## src/stt_ram.sv

```systemverilog
// Generic single-port-write, registered-read RAM.
module stt_ram #(
	parameter int WIDTH = 8,
	parameter int DEPTH = 16
) (
	input  logic                           clk,
	input  logic                           we,
	input  logic [$clog2(DEPTH)-1:0]       waddr,
	input  logic [WIDTH-1:0]               wdata,
	input  logic                           re,
	input  logic [$clog2(DEPTH)-1:0]       raddr,
	output logic [WIDTH-1:0]               rdata
);

	logic [WIDTH-1:0] mem [DEPTH];

	always_ff @(posedge clk) begin
		if (we) begin
			mem[waddr] <= wdata;
		end
		if (re) begin
			rdata <= mem[raddr];
		end
	end

endmodule

```

## config.mk

```make
export PLATFORM = sky130hd
export DESIGN_NAME = stt_ram
export DESIGN_NICKNAME = d
export VERILOG_FILES = /design/src/stt_ram.sv
export SDC_FILE = /design/constraint.sdc
export NUM_CORES = 1
export LEC_CHECK = 0
export BUFFER_PORTS_ARGS = -buffer_cell sky130_fd_sc_hd__buf_2
export CORE_UTILIZATION = 36
export DETAILED_ROUTE_END_ITERATION = 7
export SLEW_MARGIN = 20
export SYNTH_ARGS = -nofsm -noshare
export SYNTH_HDL_FRONTEND = slang
export SYNTH_SLANG_ARGS = --single-unit
```

## constraint.sdc

```tcl
create_clock -name clk -period 2 [get_ports clk]
set_clock_uncertainty 0.05 [all_clocks]
set_input_delay 0.1 -clock clk [delete_from_list [all_inputs] [get_ports clk]]
set_output_delay 0.1 -clock clk [all_outputs]
set_load 0.01 [all_outputs]
```

After elaboration in Yosys (flattened, before gate mapping). Memories as Yosys holds them, arrays and structs flattened. A register that Yosys moved wholly into a read port is not among the register bits. Cells that the tools add are included.

Multiplexer cells: 2.

Operator list (number): 1-bit two-way mux (2).

Memories kept: 1. Logic and storage cells: 3. Register bits after elaboration: 0. Memory bits (writable): 128. Output and inout port bits: 8. Input bits: 19.

Memory list: mem (depth 16, width 8, rd ports 1, clocked after Yosys merged registers in 1, wr ports 1, RTL line 15) `logic [WIDTH-1:0] mem [DEPTH];`.

Depth between registers and ports, before layout.
Depth after elaboration: 2. Mapped depth: 5. Mapped depth without buffers: 3.

Worst setup path before layout. No wires, ideal clock.

Kind: input to register. Start point: input port waddr[2]. End point: memory mem[0][0], enable pin. Data arrival time: 1210 ps. Path buffers: 0. Path slack: 357 ps. Data required time: 1567 ps. Stages on the path: 2. Setup time: 383 ps. Path through: or3b_2 nor3_1.

RTL lines: start, declared (RTL line 8) `input logic [$clog2(DEPTH)-1:0] waddr,`; end, declared (RTL line 15).

Straight into the memory's write port.

==> run metrics <==
max-cap check violation count 0; reg2reg path depth 3; most frequent cells in the layout edfxtp_1, buf_2, mux4_2, buf_4, clkbuf_16; Pwr Total 6954 uW; slowest CP cell mux4_1; number of setup buffers added after CTS 0; CP Data Required Time 2.10 ns; crit path capture type flop; syn_area_per_cell 22.83 sq um; Final HPWL DP 6364 um; RSZ-0062 raised after global routing false; CTS Sinks 136; part of the power in registers 46.5%; global-route wire length before repair 15190 um; Wirelength per Cell 20.38 um; CP bufs+invs 0; met2 usage 21.80%; M3 GR Usage 5.019%; critical path type reg -> reg; Pre-antenna DRT Iters 5; commonest non-fill, non-tap cell in the layout edfxtp_1; Worst Path Arrival 1.61 ns; R2R Setup Slk 0.49 ns; total number of vias 2430; VDD IR max 577.1 uV; Internal 5666 uW; initial antenna violation count 0; hold path cells 1; H-Tree Level Count 4; grt met1 use 20.24%; post-route ant nets 0; Remaining Overflow, GRT 0; Final Max Slew Viols 0; Tightest Pin Transition 0.6558 ns; Tmin final 1.507 ns; worst skew pair latency 0.41 ns; die width 122.5 um; Via density 5.094; vias in the first global route 2602; status complete, no violations; reg-to-reg endpoint rdata[3]; hold path start re; Rows 43; post-route clock period utilization 75.34%; Final Hold Viols 0; CP max FO 1; # setup viols final 0; cts bufs inserted 17; Hold WC Path Type in -> reg; Post-Syn Instances 229; sw frac 18.52%; share of post-route cells with drive strength above 1 31.99%; pin count of the biggest net entering global routing 33; DIE AREA 15010 sq um; Hold EP rdata[6]; Sw Pwr 1288 uW; clock buffer depth 2; chip height 122.5 um; Post-Syn Nets 248; WL final 9720 um; gpl congestion 0.6998; Fin Setup TNS 0 ns; Largest delay share family, worst path multiplexers; Unique masters post-synth 18; startpoint types flop; Clk pwr share 49.3%; Hold Slack 0.01105 ns; Logic pwr share 4.3%; Synth Warn # 0; crit path cell chain mux4_1, a22oi_1, nand2_1; nets 304; clock-pin slew of the registers on the worst-case setup and hold paths 0.06 ns; port bufs 26; number of hold-repair buffers added at the cts stage 0; Worst path max stage delay 0.52 ns; static leakage 0.002139 uW; Ports 27; relative slew slack 56.12%; sequential cell area fraction in the yosys report 78.12%; Initial Utilization 37.23%; PwrDens 1095 nW/um^2; cell area after synthesis 5228 sq um; diodes inserted 0; Critical R2R Launch mem[9][3]; # DRC 0; CTS resizes 0; drt first-iter violations 136; CTS tree done; GRT Total Usage 14.67%; Yosys reg bits 136; FILL cells 1174; Core ar. 14040 sq um; fmax 663.6 MHz; Clock Tree Root clkbuf_16; busiest grt layer met2; Area Overhead vs Synth 21.45%
cell type report:
type | count | area, sq um | share of cell area (%)
Sequential cell | 136 | 4084 | 64.33
Timing Repair Buffer | 47 | 325.3 | 5.124
Tap cell | 180 | 225.2 | 3.547
Clock buffer | 18 | 429.2 | 6.760
Multi-Input combinational cell | 83 | 1057 | 16.65
Clock inverter | 13 | 227.7 | 3.587
cells by family after synthesis:
logic type      Yosys count  share of synthesized area, %
buf+inv                  10                         1.651
simple gates             35                         3.136
flops                   136                         78.12
mux                      32                         14.79
compound gates           16                         2.298
flip-flops by register name (all words and copies together), names as in the netlist:
| register | count |
|---|---|
| mem | 128 |
| rdata | 8 |
worst max-delay path by stage:
stage,to,cells past startpoint,slack [ns],from
after global placement,rdata[3],5,0.33,raddr[0]
final,rdata[3],3,0.49,mem[9][3]
after CTS,rdata[3],3,0.47,mem[9][3]
after global routing,rdata[4],3,0.41,mem[9][4]
after detailed placement,rdata[4],5,0.33,raddr[0]
after floorplan,mem[0][0],2,0.36,waddr[2]
synth_stat cells, drive strengths merged:
master | n | share of area, %
nor2 | 13 | 0.93
nor3 | 4 | 0.38
edfxtp | 136 | 78
nand2 | 9 | 0.65
nor2b | 1 | 0.12
buf | 7 | 1.1
nand2b | 2 | 0.24
and2 | 1 | 0.12
nand3 | 1 | 0.096
a22oi | 16 | 2.3
and2b | 1 | 0.14
mux4 | 32 | 15
or3b | 1 | 0.17
clkdlybuf4s25 | 3 | 0.57
nand3b | 2 | 0.29
power groups by stage:
stage / clock network, uW / registers [uW] / logic [uW]
after floorplan: 0 / 3290 / 162
after global placement: 0 / 3290 / 296
after detailed placement: 0 / 3290 / 304
after CTS: 3480 / 3230 / 305
after global routing: 3610 / 3240 / 326
final: 3430 / 3230 / 297
worst register-to-register path, stage by stage (launching register included):
cell	delay, ns
edfxtp_1	0.37
mux4_1	0.52
a22oi_1	0.24
nand2_1	0.07
routing by layer:
layer | up-vias | share of wire (%)
li1 | 1090 | -
met1 | 1269 | 47
met2 | 65 | 47
met3 | 6 | 4.8
met4 | 0 | 0.71
met5 | - | 0
per-stage QoR:
stage               util [%]  instance area [sq um]  setup slack (ns)  std cells
global placement       40.53                   5692            0.3322        446
floorplan                  -                   5228            0.3571        229
detailed placement     40.53                   5692            0.3337        446
finish                 45.21                   6349            0.4931        477
CTS                    45.21                   6349            0.4732        477
global route           45.21                   6349            0.4081        477
Power figures use the tool's default switching activity.
