===== src/stt_pkg.sv =====
// Shared types and constants of the search transposition table.
package stt_pkg;

	localparam int SCORE_W    = 31;
	localparam int MOVE_W     = 32;
	localparam int CFG_IDX_W  = 1;
	localparam int CFG_DATA_W = 30;
	localparam int ADJ_W      = 33;

	localparam logic OP_STORE = 1'b1;

	localparam logic [1:0] BOUND_EXACT = 2'd0;
	localparam logic [1:0] BOUND_LOWER = 2'd1;
	localparam logic [1:0] BOUND_UPPER = 2'd2;

	localparam logic [CFG_IDX_W-1:0] CFG_AGE  = 1'b0;
	localparam logic [CFG_IDX_W-1:0] CFG_MATE = 1'b1;

	localparam logic signed [31:0] MATE_WINDOW  = 32'sd1000;
	localparam logic signed [31:0] PLY_EXTRA    = 32'sd1;
	localparam logic signed [31:0] MATE_RESET   = 32'sd32000;
	localparam logic signed [31:0] THR_HI_RESET = MATE_RESET - MATE_WINDOW;
	localparam logic signed [31:0] THR_LO_RESET = MATE_WINDOW - MATE_RESET;

	localparam logic signed [ADJ_W-1:0] SCORE_MAX = 33'sd1073741823;
	localparam logic signed [ADJ_W-1:0] SCORE_MIN = -33'sd1073741824;

	// Probe or store outcome handed from the read-modify-write stage to scoring
	typedef struct packed {
		logic                      replaced;
		logic                      key_hit;
		logic                      depth_hit;
		logic [1:0]                bound;
		logic signed [ADJ_W-1:0]   adj;
		logic signed [SCORE_W-1:0] alpha;
		logic signed [SCORE_W-1:0] beta;
		logic [MOVE_W-1:0]         found_move;
	} stt_s2_t;

endpackage


===== src/stt_score_out.sv =====
// Cutoff test, score saturation and output register of probe and store results.
module stt_score_out
	import stt_pkg::*;
(
	input  logic                      clk,
	input  logic                      arst_n,
	input  logic                      s1_valid,
	output logic                      s1_ready,
	input  stt_s2_t                   s1_data,
	output logic                      out_valid,
	input  logic                      out_stall,
	output logic                      replaced,
	output logic                      key_hit,
	output logic                      depth_hit,
	output logic                      cutoff,
	output logic signed [SCORE_W-1:0] found_score,
	output logic [MOVE_W-1:0]         found_move
);

	logic    valid_s2;
	stt_s2_t data_s2;
	logic    out_valid_q;
	logic    load_out;
	logic    cut;
	logic signed [ADJ_W-1:0]   alpha_x;
	logic signed [ADJ_W-1:0]   beta_x;
	logic signed [SCORE_W-1:0] sat;

	assign load_out = valid_s2 && (!out_valid_q || !out_stall);
	assign s1_ready = !valid_s2 || load_out;
	assign out_valid = out_valid_q;

	always_comb begin
		alpha_x = ADJ_W'(data_s2.alpha);
		beta_x  = ADJ_W'(data_s2.beta);
		case (data_s2.bound)
			BOUND_EXACT: cut = 1'b1;
			BOUND_LOWER: cut = data_s2.adj >= beta_x;
			BOUND_UPPER: cut = data_s2.adj <= alpha_x;
			default:     cut = 1'b0;
		endcase
		// clamp to the score field; the cutoff test keeps the full value
		if (data_s2.adj > SCORE_MAX) begin
			sat = SCORE_MAX[SCORE_W-1:0];
		end else if (data_s2.adj < SCORE_MIN) begin
			sat = SCORE_MIN[SCORE_W-1:0];
		end else begin
			sat = data_s2.adj[SCORE_W-1:0];
		end
	end

	always_ff @(posedge clk or negedge arst_n) begin
		if (!arst_n) begin
			valid_s2    <= 1'b0;
			out_valid_q <= 1'b0;
		end else begin
			if (s1_valid && s1_ready) begin
				valid_s2 <= 1'b1;
			end else if (load_out) begin
				valid_s2 <= 1'b0;
			end
			if (load_out) begin
				out_valid_q <= 1'b1;
			end else if (!out_stall) begin
				out_valid_q <= 1'b0;
			end
		end
	end

	always_ff @(posedge clk) begin
		if (s1_valid && s1_ready) begin
			data_s2 <= s1_data;
		end
		if (load_out) begin
			replaced    <= data_s2.replaced;
			key_hit     <= data_s2.key_hit;
			depth_hit   <= data_s2.depth_hit;
			cutoff      <= data_s2.depth_hit && cut;
			found_score <= data_s2.depth_hit ? sat : '0;
			found_move  <= data_s2.found_move;
		end
	end

endmodule


===== config.mk =====
export PLATFORM = sky130hd
export DESIGN_NAME = stt_score_out
export DESIGN_NICKNAME = d
export VERILOG_FILES = /design/src/stt_pkg.sv /design/src/stt_score_out.sv
export SDC_FILE = /design/constraint.sdc
export NUM_CORES = 1
export LEC_CHECK = 0
export BUFFER_PORTS_ARGS = -buffer_cell sky130_fd_sc_hd__buf_2
export CORE_MARGIN = 2
export CORE_UTILIZATION = 38
export DETAILED_ROUTE_END_ITERATION = 7
export GPL_ROUTABILITY_DRIVEN = 0
export SYNTH_ARGS = -nofsm -noshare
export SYNTH_HDL_FRONTEND = slang
export SYNTH_SLANG_ARGS = --single-unit
export TNS_END_PERCENT = 50

===== constraint.sdc =====
create_clock -name clk -period 6.1 [get_ports clk]
set_input_delay 0.305 -clock clk [delete_from_list [all_inputs] [get_ports clk]]
set_output_delay 0.305 -clock clk [all_outputs]
set_load 0.01 [all_outputs]

; Word level (Yosys, flattened, before mapping)
; Cells that the tools add are included.
; Widths: inputs -> output; s select.
[word_totals]
register_bits = 201
input_bits = 136
out_inout_bits = 69
elab_cells = 43
[op_classes]
order_cmp = 4
eq_ne = 3
mux = 7
bitwise_logic = 1
n_reduce_logical = 11
[ops]
columns = cell, count
row1 = $ge 33x31->1, 1
row2 = $gt 33x31->1 const B, 1
row3 = $le 33x31->1, 1
row4 = $lt 33x31->1 const B, 1
row5 = $mux 31, 1
row6 = $mux 30, 1
row7 = $mux 1, 4
row8 = $logic_and 1x1->1, 3
row9 = $logic_not 1->1, 3
row10 = $pmux 1 s3, 1
row11 = $eq 2x1->1 const B, 1
row12 = $eq 2x2->1 const B, 1
row13 = $logic_not 2->1, 1
row14 = $logic_or 1x1->1, 2
row15 = $ne 2x1->1 const B, 1
row16 = $reduce_bool 2->1, 1
row17 = $reduce_or 2->1, 1
row18 = $not 1->1, 1

; Logic depth before layout (Yosys ltp)
[logic_depth]
depth_word = 6
ltp_mapped = 8
depth_no_buf = 8

; Least setup slack after synthesis
; Ideal clock, no wire load.
[synth_timing]
path_type = register to register
start = reg out_valid_q, in the netlist out_valid
end = reg cutoff, enable pin
setup_time_ns = 0.594
arrival_time_ns = 5.264
slack_ns = 0.242
stages_incl_launch_ff = 2
n_path_buf = 0
synth_period_minus_slack_ns = 5.858
path_cell_list = dfrtp_1 > a21boi_0
[synth_between]
elab_chain_cells = 3
[synth_lines]
columns = item, line
row1 = start: declaration, stt_score_out.sv:22  ; logic out_valid_q;
row2 = start signal: assignment, stt_score_out.sv:55  ; out_valid_q <= 1'b0;
row3 = start signal: assignment, stt_score_out.sv:63  ; out_valid_q <= 1'b1;
row4 = start signal: assignment, stt_score_out.sv:65  ; out_valid_q <= 1'b0;
row5 = $logic_not 1->1, stt_score_out.sv:29  ; assign load_out = valid_s2 && (!out_valid_q || !out_stall);
row6 = $logic_or 1x1->1, stt_score_out.sv:29
row7 = $logic_and 1x1->1, stt_score_out.sv:29
row8 = named net load_out, stt_score_out.sv:23  ; logic load_out;
row9 = end signal: assignment, stt_score_out.sv:78  ; cutoff <= data_s2.depth_hit && cut;
row10 = end: declaration, stt_score_out.sv:15  ; output logic cutoff,
; The timed path passes the listed nets, and every way through them passes these cells.
; A chain may end at the register's enable or synchronous reset.

; Final worst setup path
[layout_timing]
start = reg out_valid_q, in the netlist out_valid
end = reg data_s2 (netlist bit beta_x[29]), enable pin
[layout_between]
elab_chain_cells = 5
[layout_lines]
columns = item, line
row1 = $logic_not 1->1, stt_score_out.sv:29
row2 = $logic_or 1x1->1, stt_score_out.sv:29
row3 = $logic_and 1x1->1, stt_score_out.sv:29
row4 = $logic_or 1x1->1, stt_score_out.sv:30  ; assign s1_ready = !valid_s2 || load_out;
row5 = $logic_and 1x1->1, stt_score_out.sv:71  ; if (s1_valid && s1_ready) begin
row6 = end signal: assignment, stt_score_out.sv:72  ; data_s2 <= s1_data;
row7 = end: declaration, stt_score_out.sv:21  ; stt_s2_t data_s2;
; Every way passes these cells.

==> out/metrics.csv <==
stage,metric,value,unit
outcome,status,completed,
die,starting density of the core,38.5,%
sta,Slew headroom,38.7,%
global_route,gr ovfl total,0,
layout,fillers,1699,
drt,Pre-Repair DR Iteration Count,6,
global_route,largest net degree at the start of global routing,70,
die,die extent in y,149,um
power_and_ir_drop,Pleak,4.85,nW
layout,ant diodes,0,
global_route,Overall Global Routing Usage,16.4,%
placed_design,DP Wirelength,12300,um
worst_setup_path,Reg-to-Reg Start,out_valid,
yosys,number of flops mapped to enable cells by yosys,199,
clocking,clk root buf,clkbuf_16,
clocking,Clock Sinks,201,
sta,Final Max Tran Viols,0,
yosys,Mapped Cells,515,
sta,unrepaired setup endpoints after global routing,false,
sta,period utilization,41.7,%
yosys,"Seq/Total Area, Yosys",74.9,%
clocking,Max clock buf depth,3,
layout,Layout area overhead,42.2,%
drt,post-DR vias/cell,4.61,
drt,wire length per cell,16.1,um
power_and_ir_drop,worst vdd ir,0.224,mV
layout,Final nets,1075,
yosys,Synth Net Count,717,
clocking,CTS tree,built,
yosys,Ys Warns,0,
die,I/O pins,205,
clocking,worst skew pair latency,0.50,ns
yosys,Synth area leaders,"edfxtp_1 74%, ha_1 10%, nor2_1 3.3%",
worst_setup_path,Worst setup EP type,register,
drt,DR iter-0 viols,265,
drt,DRT antenna net count,0,
yosys,"Top FF cell, synth",edfxtp_1,
clocking,"CTS clk-pin slew, worst paths",0.06,ns
job,total of max-cap violations,0,
worst_setup_path,critical path startpoint category,register,
worst_hold_path,Hold Path Class,input pin to register,
die,Die W,149,um
power_and_ir_drop,Cell Pwr Density,287,mW/mm^2
worst_setup_path,CP required,6.22,ns
worst_setup_path,critical path peak fanout,69,
sta,fmax,393,MHz
sta,Clock Skews,0.0148,ns
yosys,area share of the largest cell type after synthesis,74.3,%
clocking,Num CTS Buffers,22,
drt,final wirelength,18800,um
yosys,Synth area leader,edfxtp_1,
global_route,vias in the first global route,5548,
worst_setup_path,Critical Path AT,2.66,ns
yosys,Avg Inst Size Synth,15.6,um^2
die,full die area,0.0223,mm^2
sta,final hold violations,0,
yosys,Yosys cell types,39,
sta,final setup vio count,0,
yosys,#FFs+latches synth,201,
sta,measured slew at the worst slew-check pin,0.919,ns
worst_hold_path,Hold Crit Start,s1_valid,
drt,via count,5361,
drt,DRC violations left,0,
yosys,area of the mapped netlist,0.00804,mm^2
clocking,H-tree depth,1,
layout,layout cells sized above 1,28.3,%
sta,Hold Slack,0.0250,ns
clocking,post_cts resized,0,
die,Rows,53,
die,core footprint,0.0209,mm^2
worst_setup_path,CP Launch Point,out_valid,
global_route,global-route wire length before repair,28500,um
sta,fin crit period,2.54,ns
sta,setup TNS,0,ns
worst_setup_path,critical path class,register to register,
yosys,fraction of registers with async set or reset after synthesis,0.995,%
placed_design,buffers added on ports,204,
global_route,initial antenna violation count,0,
stage by stage:
stage	power (mW)	std cells	setup slack, ns	util (%)	instance area [um^2]
3_5_place_dp	2.00	991	3.50	45.1	9430
2_1_floorplan	1.87	515	0.242	-	8040
5_1_grt	3.42	1163	3.37	54.8	11400
6_report	3.29	1163	3.56	54.8	11400
3_3_place_gp	1.99	991	3.61	45.1	9430
4_1_cts	3.32	1163	3.50	54.8	11400
synthesized netlist by cell type, types with 4 or more instances:
cell	n
nand2_1	17
edfxtp_1	199
o211ai_1	4
clkbuf_1	6
nor2_1	70
ha_1	66
o21ai_1	4
inv_1	66
nand4_1	12
nand3_1	6
a21oi_1	22
o21ai_0	6
a21o_1	4
routing by layer:
| layer | up-vias | GRT usage (%) | part of all wire (%) |
|---|---|---|---|
| met4 | 0 | 4.43 | 1.9 |
| met2 | 205 | 28.0 | 47 |
| met3 | 31 | 3.14 | 7.4 |
| li1 | 2599 | - | - |
| met1 | 2526 | 21.5 | 44 |
| met5 | - | 0 | 0 |
logic make-up after synthesis:
logic type / count (synthesis) / share of synthesized area [%]
AND/OR/NAND/NOR: 121 / 6.91
adder cells (fa/ha/maj): 66 / 10.3
buffers and inverters: 72 / 3.36
AO/OA/AOI/OAI: 55 / 4.51
flip-flops: 201 / 74.9
placed cells by master, fill, tap and decap left out, types with 2 or more instances in the layout:
cell type      Yosys  final
a21o_1             4      4
edfxtp_1         199    199
clkinv_2           0      5
o21ai_1            4      4
clkinv_1           0      5
nor2_1            70     69
clkinvlp_4         0      3
ha_1              66     66
nand3_1            6      6
nor3b_1            2      2
clkbuf_16          0     23
nor4_1             2      2
a211oi_2           2      2
inv_1             66     66
buf_4              0      3
o221ai_1           2      2
dfrtp_1            2      2
o21ai_0            6      6
o211ai_1           4      4
nand4_1           12     12
buf_2              0    204
nand2_1           17     17
a21oi_1           22     22
clkbuf_1           6      2
dlygate4sd3_1      0    133
nor3_2             2      2
critical path: stages (launching register included):
cell and delay, ns:
dfrtp_1 0.43, nand3_1 0.16, and2_4 0.71, buf_4 0.81
final timing paths:
| check | endpoint | slack (ns) | cells after the start |
|---|---|---|---|
| setup / recovery | beta_x[29] | 3.56 | 3 |
| hold / removal | valid_s2 | 0.03 | 2 |
| setup reg to reg | beta_x[29] | 3.56 | 3 |
| hold reg to reg | found_move[21] | 0.42 | 0 |
| max in group asynchronous | valid_s2 | 5.88 | 2 |
| min in group asynchronous | out_valid | 0.12 | 2 |
repair_timing:
action / in CTS / in global routing
hold endpoints to repair: 134 / 0
setup buffers: 0 / 0
hold buffers: 133 / 0
flip-flops by register name, summed over array words and instances, names as in the netlist:
signal       count
alpha_x         31
beta_x          31
cutoff           1
data_s2         70
depth_hit        1
found_move      32
found_score     31
key_hit          1
out_valid        1
replaced         1
valid_s2         1
report_power, final:
part	switching [mW]	total [mW]	internal [mW]
clock network	0.522	1.25	0.726
registers	0.0373	1.68	1.64
logic	0.189	0.361	0.172
total	0.748	3.29	2.54
final cells by class:
type	instances	area [um^2]	area share (%)
flip-flops and latches	201	6030	52.7
repair buffers	340	2370	20.8
multi-input cells	242	1770	15.4
clock buffers	25	583	5.10
well taps	275	344	3.01
inverters	66	248	2.17
clock inverters	14	96.3	0.842
No activity file was read; power rests on OpenSTA's default activity.
